## src/rtl/wbfs_pkg.sv

```systemverilog
`timescale 1ns / 1ps
// ----------------------------------------------------------------------------
// wbfs_pkg
// Shared types, codes and defaults for the whitelisted bitmap flag store.
// ----------------------------------------------------------------------------
package wbfs_pkg;

  localparam int DEF_TABLE_DEPTH  = 256;
  localparam int DEF_BITMAP_BYTES = 128;
  localparam int BITS_PER_BYTE    = 8;

  localparam int ACTION_W    = 2;
  localparam int INDEX_W     = 8;
  localparam int ORDINAL_W   = 16;
  localparam int COUNT_W     = 9;
  localparam int CFG_INDEX_W = 2;
  localparam int CFG_DATA_W  = 9;

  // Action codes.
  localparam logic [ACTION_W-1:0] ACT_LOAD  = 2'd0;
  localparam logic [ACTION_W-1:0] ACT_READ  = 2'd1;
  localparam logic [ACTION_W-1:0] ACT_WRITE = 2'd2;

  // Configuration register indexes.
  localparam logic [CFG_INDEX_W-1:0] REG_ACTIVE_COUNT   = 2'd0;
  localparam logic [CFG_INDEX_W-1:0] REG_READS_ENABLED  = 2'd1;
  localparam logic [CFG_INDEX_W-1:0] REG_WRITES_ENABLED = 2'd2;

  typedef struct packed {
    logic [ACTION_W-1:0]  action;
    logic [INDEX_W-1:0]   entry_index;
    logic [ORDINAL_W-1:0] ordinal;
    logic                 bit_value;
  } request_t;

  typedef struct packed {
    logic result_bit;
    logic found;
    logic in_range;
  } result_t;

  typedef enum logic [2:0] {
    ST_CLEAR,
    ST_IDLE,
    ST_ISSUE,
    ST_SEARCH,
    ST_CHECK,
    ST_BITRD,
    ST_DONE
  } state_t;

  typedef struct packed {
    logic clear;
    logic latch;
    logic issue;
    logic step;
    logic check;
    logic bit_access;
  } dp_cmd_t;

  typedef struct packed {
    logic                clear_last;
    logic [ACTION_W-1:0] req_action;
    logic                range_open;
    logic                step_open;
    logic                access_ok;
  } dp_status_t;

endpackage

```

## src/rtl/wbfs_ctrl.sv

```systemverilog
`timescale 1ns / 1ps
// ----------------------------------------------------------------------------
// wbfs_ctrl
// Sequencer for bitmap clearing, table loads, search and flag access.
// ----------------------------------------------------------------------------
module wbfs_ctrl (
  input  logic                 clk,
  input  logic                 rst,
  input  logic                 start,
  input  wbfs_pkg::dp_status_t status,
  output wbfs_pkg::dp_cmd_t    cmd,
  output logic                 busy,
  output logic                 done
);
  import wbfs_pkg::*;

  state_t state, state_next;

  always_ff @(posedge clk) begin
    if (rst) begin
      state <= ST_CLEAR;
    end else begin
      state <= state_next;
    end
  end

  always_comb begin
    state_next = state;
    unique case (state)
      ST_CLEAR: begin
        if (status.clear_last) state_next = ST_IDLE;
      end
      ST_IDLE: begin
        if (start) begin
          if (status.req_action == ACT_READ || status.req_action == ACT_WRITE) begin
            state_next = ST_ISSUE;
          end else begin
            state_next = ST_DONE;
          end
        end
      end
      ST_ISSUE:  state_next = status.range_open ? ST_SEARCH : ST_CHECK;
      ST_SEARCH: state_next = status.step_open ? ST_SEARCH : ST_CHECK;
      ST_CHECK:  state_next = status.access_ok ? ST_BITRD : ST_DONE;
      ST_BITRD:  state_next = ST_DONE;
      ST_DONE:   state_next = ST_IDLE;
      default:   state_next = ST_CLEAR;
    endcase
  end

  always_comb begin
    cmd            = '0;
    cmd.clear      = (state == ST_CLEAR);
    cmd.latch      = (state == ST_IDLE) && start;
    cmd.issue      = (state == ST_ISSUE);
    cmd.step       = (state == ST_SEARCH);
    cmd.check      = (state == ST_CHECK);
    cmd.bit_access = (state == ST_BITRD);
    busy           = (state != ST_IDLE);
    done           = (state == ST_DONE);
  end

  a_done_once: assert property (@(posedge clk) disable iff (rst)
    done |=> !done && !busy)
    else $error("result strobe not followed by idle");

  a_accept_busy: assert property (@(posedge clk) disable iff (rst)
    (start && !busy) |=> busy)
    else $error("accepted transfer did not raise busy");

  a_bitrd_order: assert property (@(posedge clk) disable iff (rst)
    (state == ST_BITRD) |-> ($past(state) == ST_CHECK))
    else $error("bitmap access without a preceding check");

endmodule

```

## config.mk

```make
export PLATFORM = sky130hd
export DESIGN_NAME = wbfs_ctrl
export DESIGN_NICKNAME = d
export VERILOG_FILES = /design/src/rtl/wbfs_pkg.sv /design/src/rtl/wbfs_ctrl.sv
export SDC_FILE = /design/constraint.sdc
export NUM_CORES = 1
export LEC_CHECK = 0
export BUFFER_PORTS_ARGS = -buffer_cell sky130_fd_sc_hd__buf_2
export CORE_AREA = 3 3 40 42
export DETAILED_ROUTE_END_ITERATION = 12
export DIE_AREA = 0 0 43 45
export HOLD_SLACK_MARGIN = 0.1
export SLEW_MARGIN = 20
export SYNTH_ARGS = -nofsm -noshare
export SYNTH_HDL_FRONTEND = slang
export SYNTH_SLANG_ARGS = --single-unit
```

## constraint.sdc

```tcl
create_clock -name clk -period 2.5 [get_ports clk]
set_input_delay 0.125 -clock clk [delete_from_list [all_inputs] [get_ports clk]]
set_output_delay 0.125 -clock clk [all_outputs]
set_load 0.005 [all_outputs]
```

Yosys cells after proc, flatten, opt, wreduce, memory -nomap -nowiden
Index checks and enable logic that the tools add are counted.
Storage, ports and cells
  register bits: 3
  bits of input ports: 9
  output and inout bits: 8
  word-level logic and storage cells: 23
Operators by class
  equality and inequality tests: 11
  multiplexer cells: 7
  reductions and logical operators: 4
Operator list (number)
  case mux 3 bit (7 select lines): 1
  2-to-1 mux 3 bit: 5
  == test 3 bit (second input constant): 3
  == test 3 x 2 -> 1 bit (second input constant): 2
  != test 2 bit (second input constant): 2
  == test 3 x 1 -> 1 bit (second input constant): 1
  zero test 3 bit: 1
  != test 3 x 1 -> 1 bit (second input constant): 1
  == test 2 x 1 -> 1 bit (second input constant): 1
  == test 2 bit (second input constant): 1
  2-to-1 mux 2 bit: 1
  AND reduction 2 bit: 1
  logical AND 1 bit: 1
  logical OR 1 bit: 1

Logic depth before layout (Yosys ltp)
Gate-level depths: netlist (run 1).
  word-level depth: 5
  depth in mapped cells: 4
  gate-level depth less buffers: 3

Worst setup path before layout (run 1)
Ideal clock, no wire load.
  path kind: register -> register
  from: register state[0]
  to: register state[1]
  setup time: 115 ps
  data arrival time: 1122 ps
  data required time: 2385 ps
  setup slack: 1263 ps
  cell stages (with the launch flop): 4
  buffers on the path: 0
  clock period less this slack: 1237 ps
  cells stage by stage: dfxtp_1 mux2_2 o31ai_1 o21ba_2
Between the ends
  word-level cells in the longest chain between the ends: 3
  elaborated cells between the ends (all ways): 11
  classes of those cells: eq/ne (8); mux (1); reduce/logical (2)
Ends and longest elaborated chain
  start, declared: RTL line wbfs_ctrl.sv:17  | state_t state, state_next;
  start signal, assigned: RTL line wbfs_ctrl.sv:23  | state <= state_next;
  == test 3 x 1 -> 1 bit or zero test 3 bit (tied branches): RTL line wbfs_ctrl.sv:29  | unique case (state)
  != test 2 bit (no source line)
  AND reduction 2 bit (no source line)
Parallel ways exist; a longest one is shown, timed or not.
A chain may end at the register's enable or synchronous reset.

Worst setup path in the final report (run 1)
Ends and elaborated chain as after synthesis.

==> results of run 1 <==
-- power by group through the flow --
stage | clock network (W) | registers [W] | logic, W
final | 0.0000852 | 0.000120 | 0.000165
after global routing | 0.0000927 | 0.000126 | 0.000184
after CTS | 0.0000906 | 0.000120 | 0.000167
after detailed placement | 0 | 0.000121 | 0.000167
after global placement | 0 | 0.000118 | 0.000166
after floorplan | 0 | 0.0000775 | 0.000152
-- layout make-up --
class	count	share of cell area [%]
clock buffers	4	7.095
multi-input cells	25	45.95
inverters	4	4.054
well taps	15	5.068
flip-flops and latches	3	16.22
repair buffers	16	21.62
-- cells by family after synthesis --
group           after synthesis  synth area share, %
simple gates                 13                29.95
compound gates               10                28.02
buf+inv                       7                11.11
flops                         3                23.19
xor+xnor                      1                3.382
mux                           1                4.348
-- worst min-delay path, delay by kind of cell --
family                 cells  cell delay (ns)
AOI/OAI and AO/OA          1             0.06
buffers and inverters      1             0.08
and+or+nand+nor            1             0.10
-- cells in the final DEF (no fill, tap or decap) --
| cell type | n |
|---|---|
| nand3b_1 | 1 |
| xnor2_1 | 1 |
| o31ai_1 | 2 |
| or3b_1 | 1 |
| buf_2 | 16 |
| clkbuf_4 | 3 |
| o211ai_1 | 1 |
| dfxtp_1 | 3 |
| nand2b_1 | 2 |
| clkbuf_1 | 1 |
| nor3_1 | 3 |
| nor2_1 | 1 |
| mux2_2 | 1 |
| a31oi_1 | 1 |
| inv_1 | 4 |
| a22o_1 | 1 |
| o21ba_2 | 1 |
| a211oi_1 | 2 |
| nor3b_1 | 1 |
| nand2_1 | 1 |
| and3_1 | 2 |
| a21oi_1 | 2 |
| or3_1 | 1 |
-- metrics by stage --
step	worst slack (ns)	instance area, um^2	hold WS (ns)
2_1_floorplan	1.263	259.0	0.3030
3_3_place_gp	1.004	344.1	0.4217
3_5_place_dp	0.9646	344.1	0.4168
4_1_cts	0.9589	370.4	0.1688
5_1_grt	0.8497	370.4	0.1946
6_report	0.9773	370.4	0.1805
-- worst paths after layout --
kind / cells past startpoint / to / slack, ns
setup / recovery: 3 / state[1]$_SDFFE_PP0P_ / 0.98
hold / removal: 3 / state[0]$_SDFFE_PP0P_ / 0.18
setup reg to reg: 3 / state[1]$_SDFFE_PP0P_ / 0.98
hold reg to reg: 1 / state[2]$_SDFFE_PP0P_ / 0.71
-- metal layers --
layer | share of wire, % | wire length, um | vias up
met4 | 0 | 0 | 0
met2 | 45 | 303 | 16
li1 | - | - | 160
met5 | 0 | 0 | -
met3 | 10 | 69 | 0
met1 | 44 | 294 | 133
==> results.toml, run 1 <==
[layout]
register_area_um2 = 60.06
reg_top3 = "state x3"
largest-register = "state"
final_cells = 67
fin_util_pct = 28.82
drive_gt1_share_pct = 40.38
area_growth_pct = 43.00
diodes = 0
multiInputGateArea_um2 = 170.2
largest_reg_flops = 3
nFillCells = 147
final_nets = 62

[timing]
skew_ns = 0.003244
finalCriticalPeriod_ns = 1.523
rsz0062_at_grt = "no"
tns_ns = 0
slew_violations = 0
fin_crit_sh_pct = 60.91
tightest_slew_ns = 0.3778
finalSetupViolCount = 0
hold_viol = 0
max-slew-margin-rel_pct = 74.78
fmax_mhz = 656.7

[pwr]
seqPwrFrac_pct = 32.4
pwr-share-comb_pct = 44.5
swShare_pct = 40.58
switching_power_w = 0.0001499
p_clk_share_pct = 23.1
total_leakage_power_nw = 0.1809
power.density_nw_per_um2 = 997.6
p_total_w = 0.0003695
ir_worst_vdd_v = 0.0002160
intPower_w = 0.0002195

[synth]
synthArstFlopShare_pct = 0
yosys.area.top_type = "dfxtp_1"
synthFlopType = "dfxtp_1"
synthMostInstantiatedCell = "inv_1"
seq_area_frac_synth_pct = 23.19
syn-cell-area_um2 = 259.0
yosysUniqueCellTypes = 22
synth_common_cells = "4 x inv_1, 3 x dfxtp_1, 3 x nor3_1"
netlist.area_leader.share_pct = 23.19
synth_nets = 44
synth_edf_count = 0
ys_ff_latch = 3
synth.avg_cell_area_um2 = 7.400
synth_warnings = 0
synth_area_leaders = "dfxtp_1 23%, nor3_1 5.8%, a211oi_1 5.8%, inv_1 5.8%, o31ai_1 5.8%"
syn_inst = 35

[clock_tree]
cts_tree = "built"
cts_made_buffers = 3
cts_max_path_buffers = 2
clk_pin_slew_worst_paths_ns = 0.04
clock_latency_ns = 0.23
post_cts_resized = 0
cts_hold_buf = 0
cts_setup_buffers = 0
cts.htree.levels = 1
clock_sinks = 3
root_buffer = "clkbuf_4"

[global_routing]
grt_use_met1_pct = 8.894
antenna_found_initial = 0
grtUsageMet2_pct = 10.78
top_usage_layer = "met2"
grtUsageMet3_pct = 1.195
grt_max_degree = 14
grt_usage_pct = 7.321
grt_overflow = 0
first_global_vias = 263
grt_pass1_wl_um = 1048

[critical_path]
cp.buffers_inverters = 0
rr_startpoint = "state[0]$_SDFFE_PP0P_"
start_kind = "flop"
path_max_fanout = 13
crit_path_end_kind = "flop"
crit_arrival_ns = 1.65
crit_type = "reg -> reg"
cp_slowest_cell = "dfxtp_1"
cp.required_ns = 2.63
cp_top_family = "flip-flops"
worstSetupStartpoint = "state[0]$_SDFFE_PP0P_"
cp_cell_sequence = "mux2_2 -> o31ai_1 -> o21ba_2"
slowest_delay_ns = 0.53

[detailed_routing]
drtIter0Drc = 10
routed_via_density = 4.612
postRouteAntennaNets = 0
vias = 309
first_pass_iters = 4
wl_um = 667
post-route-drc-count = 0
wire_per_inst_um = 9.955

[die]
die_h_um = 45
rows = 13
start_util_pct = 20.16
core-area_um2 = 1285
die_area_um2 = 1935
die_width_um = 43
io_pins = 17

[run]
maxCapViolCount = 0

[place]
place_congestion = 0.7020
dpl.cell_count = 63
dp.final_hpwl_um = 514.1
portBuffers = 16

[min_path]
min_from = "rst"
hold_path.class = "in -> reg"

[run_status]
status = "completed"
Power figures use the tool's default switching activity.
==> run 2: changes to the inputs <==
--- a/config.mk
+++ b/config.mk
@@ -5,6 +5,7 @@
 export SDC_FILE = /design/constraint.sdc
 export NUM_CORES = 1
 export LEC_CHECK = 0
+export ABC_AREA = 1
 export BUFFER_PORTS_ARGS = -buffer_cell sky130_fd_sc_hd__buf_2
 export CORE_AREA = 3 3 40 42
 export DETAILED_ROUTE_END_ITERATION = 12
==> constraint.sdc (replaced) <==
create_clock -name clk -period 1.3 [get_ports clk]
set_input_delay 0.065 -clock clk [delete_from_list [all_inputs] [get_ports clk]]
set_output_delay 0.065 -clock clk [all_outputs]
set_load 0.005 [all_outputs]
==> run 2 against run 1 <==
- non-clock buffer count grew 1
- clock skew fell by 0.00068 ns
- final cell count increased by 34%
- sequential cell count is the same
- synthesized cell count is 63% higher
- global-route usage increased by 0.41 points
- sequential share of layout area shrank 1.6 points
- via count is 19% higher
- die area unchanged
- wire length up 3.7%
- area after synthesis rose by 26%
- largest cell class unchanged
==> results.toml, run 2 <==
[synth]
synthArstFlopShare_pct = 0
synth_nets = 66
synth_warnings = 0
synth_edf_count = 0
syn-cell-area_um2 = 326.6
ys_ff_latch = 3
syn_inst = 57
synth_common_cells = "15 x nand2_1, 9 x inv_1, 8 x nor2_1, 6 x nand3_1"
synth_area_leaders = "dfxtp_1 18%, nand2_1 17%, inv_1 10%, buf_6 10%, nand3_1 9.2%"
netlist.area_leader.share_pct = 18.39
synthMostInstantiatedCell = "nand2_1"
yosys.area.top_type = "dfxtp_1"
yosysUniqueCellTypes = 14
seq_area_frac_synth_pct = 18.39
synth.avg_cell_area_um2 = 5.729
synthFlopType = "dfxtp_1"

[timing]
tightest_slew_ns = 0.3140
finalSetupViolCount = 0
fin_crit_sh_pct = 90.80
tns_ns = 0
rsz0062_at_grt = "no"
fmax_mhz = 847.2
max-slew-margin-rel_pct = 79.04
hold_viol = 0
slew_violations = 0
finalCriticalPeriod_ns = 1.180
skew_ns = 0.002562

[layout]
fin_util_pct = 33.30
register_area_um2 = 62.56
final_nets = 85
multiInputGateArea_um2 = 191.4
area_growth_pct = 31.03
diodes = 0
largest-register = "state"
drive_gt1_share_pct = 37.33
nFillCells = 158
layout_commonest_cell = "buf_2"
final_cell_mix = "16 x buf_2, 15 x nand2_1, 9 x inv_1, 8 x nor2_1, 6 x nand3_1"
largest_reg_flops = 3
reg_top3 = "state x3"

[critical_path]
r2r_end = "state[1]$_SDFFE_PP0P_"
critPathCapture = "done"
worstSetupStartpoint = "state[1]$_SDFFE_PP0P_"
cp.depth = 3
cp_cell_sequence = "inv_2 -> nor3_1 -> buf_2"
crit_arrival_ns = 1.12
rr_startpoint = "state[1]$_SDFFE_PP0P_"
crit_path_end_kind = "primary output"
start_kind = "flop"
rr_worst_depth = 6
cp_top_family = "flip-flops"
cp.required_ns = 1.24
slowest_delay_ns = 0.49
cp.buffers_inverters = 2
crit_type = "reg -> out"
rrSetupSlack_ns = 0.21
cp_slowest_cell = "dfxtp_1"
path_max_fanout = 9

[global_routing]
first_global_vias = 315
grt_pass1_wl_um = 1179
grt_max_degree = 10
antenna_found_initial = 0
grt_usage_pct = 7.731
grt_overflow = 0

[place]
place_congestion = 0.8095
portBuffers = 16
dp.final_hpwl_um = 607.5

[detailed_routing]
vias = 369
postRouteAntennaNets = 0
wire_per_inst_um = 7.689
wl_um = 692
drtIter0Drc = 3
routed_via_density = 4.100
post-route-drc-count = 0
first_pass_iters = 4

[clock_tree]
root_buffer = "clkbuf_4"
cts_max_path_buffers = 2
cts_setup_buffers = 0
cts_tree = "built"
cts.htree.levels = 1
clock_sinks = 3
clock_latency_ns = 0.22
cts_made_buffers = 3
clk_pin_slew_worst_paths_ns = 0.03

[run]
maxCapViolCount = 0

[pwr]
p_clk_share_pct = 20.7
power.density_nw_per_um2 = 1741
ir_worst_vdd_v = 0.0005452
intPower_w = 0.0004114
total_leakage_power_nw = 0.2468
pwr-share-comb_pct = 52.1
swShare_pct = 44.76
seqPwrFrac_pct = 27.2
switching_power_w = 0.0003334

[die]
rows = 13
start_util_pct = 25.41
core-area_um2 = 1285
die_h_um = 45
die_width_um = 43
die_area_um2 = 1935
io_pins = 17

[run_status]
status = "completed"

[min_path]
hold_path.class = "in -> reg"
## run 2: changes by cell type after synthesis, moves of 3 or more
cell / delta
nor2_2: +3
nand2_1: +14
inv_1: +5
nand3_1: +6
buf_6: +3
nor2_1: +7
## run 2: cell type report
type / instances / area share [%]
repair buffers: 17 / 20.47
well taps: 15 / 4.386
multi-input cells: 40 / 44.74
clock buffers: 4 / 6.140
flip-flops and latches: 3 / 14.62
inverters: 11 / 9.649
## run 2: how the worst min path moves through the flow
stage	startpoint	slack, ns	endpoint	cells after the start
4_1_cts	rst	0.14	state[0]$_SDFFE_PP0P_	4
2_1_floorplan	start	0.24	cmd[4]	2
3_5_place_dp	rst	0.38	state[0]$_SDFFE_PP0P_	4
3_3_place_gp	rst	0.37	state[0]$_SDFFE_PP0P_	4
6_report	rst	0.13	state[0]$_SDFFE_PP0P_	4
5_1_grt	rst	0.17	state[0]$_SDFFE_PP0P_	4
## run 2: metrics by stage
step	cells	setup WS, ns	total power (W)	hold WS, ns	area, um^2
3_3_place_gp	86	0.2114	0.0005907	0.3672	399.1
4_1_cts	90	0.05664	0.0007514	0.1400	425.4
6_report	90	0.1196	0.0007449	0.1283	427.9
5_1_grt	90	0.02572	0.0008275	0.1710	427.9
2_1_floorplan	57	0.3529	0.0005132	0.2427	326.6
3_5_place_dp	86	0.1961	0.0005906	0.3781	399.1
## run 2: repair_timing
item / CTS / global route
hold buffers: 0 / 0
setup endpoints to repair: 0 / 2
gates resized for setup: 0 / 2
## run 2: cells by family (layout without fill, tap and decap cells)
kind of cell / after synthesis / after routing / synth area share, %
flops: 3 / 3 / 18.39
simple gates: 38 / 38 / 55.56
compound gates: 2 / 2 / 3.062
buf+inv: 14 / 32 / 22.99
## run 2: layer usage
metal	track usage [%]	up-vias	part of all wire (%)
met4	1.807	0	0
met5	0	-	0
met3	3.187	0	7.9
met1	8.873	150	46
li1	-	210	-
met2	13.47	9	46
## run 2: worst register-to-register path, stage by stage (launching register included)
cell and delay (ns):
dfxtp_1 0.49, nor2_2 0.11, nand3_1 0.08, nand2_1 0.05, nor2_1 0.12, inv_1 0.08, nor2_1 0.09
## run 2: power by group through the flow
stage | logic (W) | registers [W] | clock network (W)
6_report | 0.000388 | 0.000202 | 0.000154
3_5_place_dp | 0.000393 | 0.000198 | 0
4_1_cts | 0.000394 | 0.000197 | 0.000160
3_3_place_gp | 0.000393 | 0.000198 | 0
5_1_grt | 0.000449 | 0.000214 | 0.000164
2_1_floorplan | 0.000373 | 0.000141 | 0
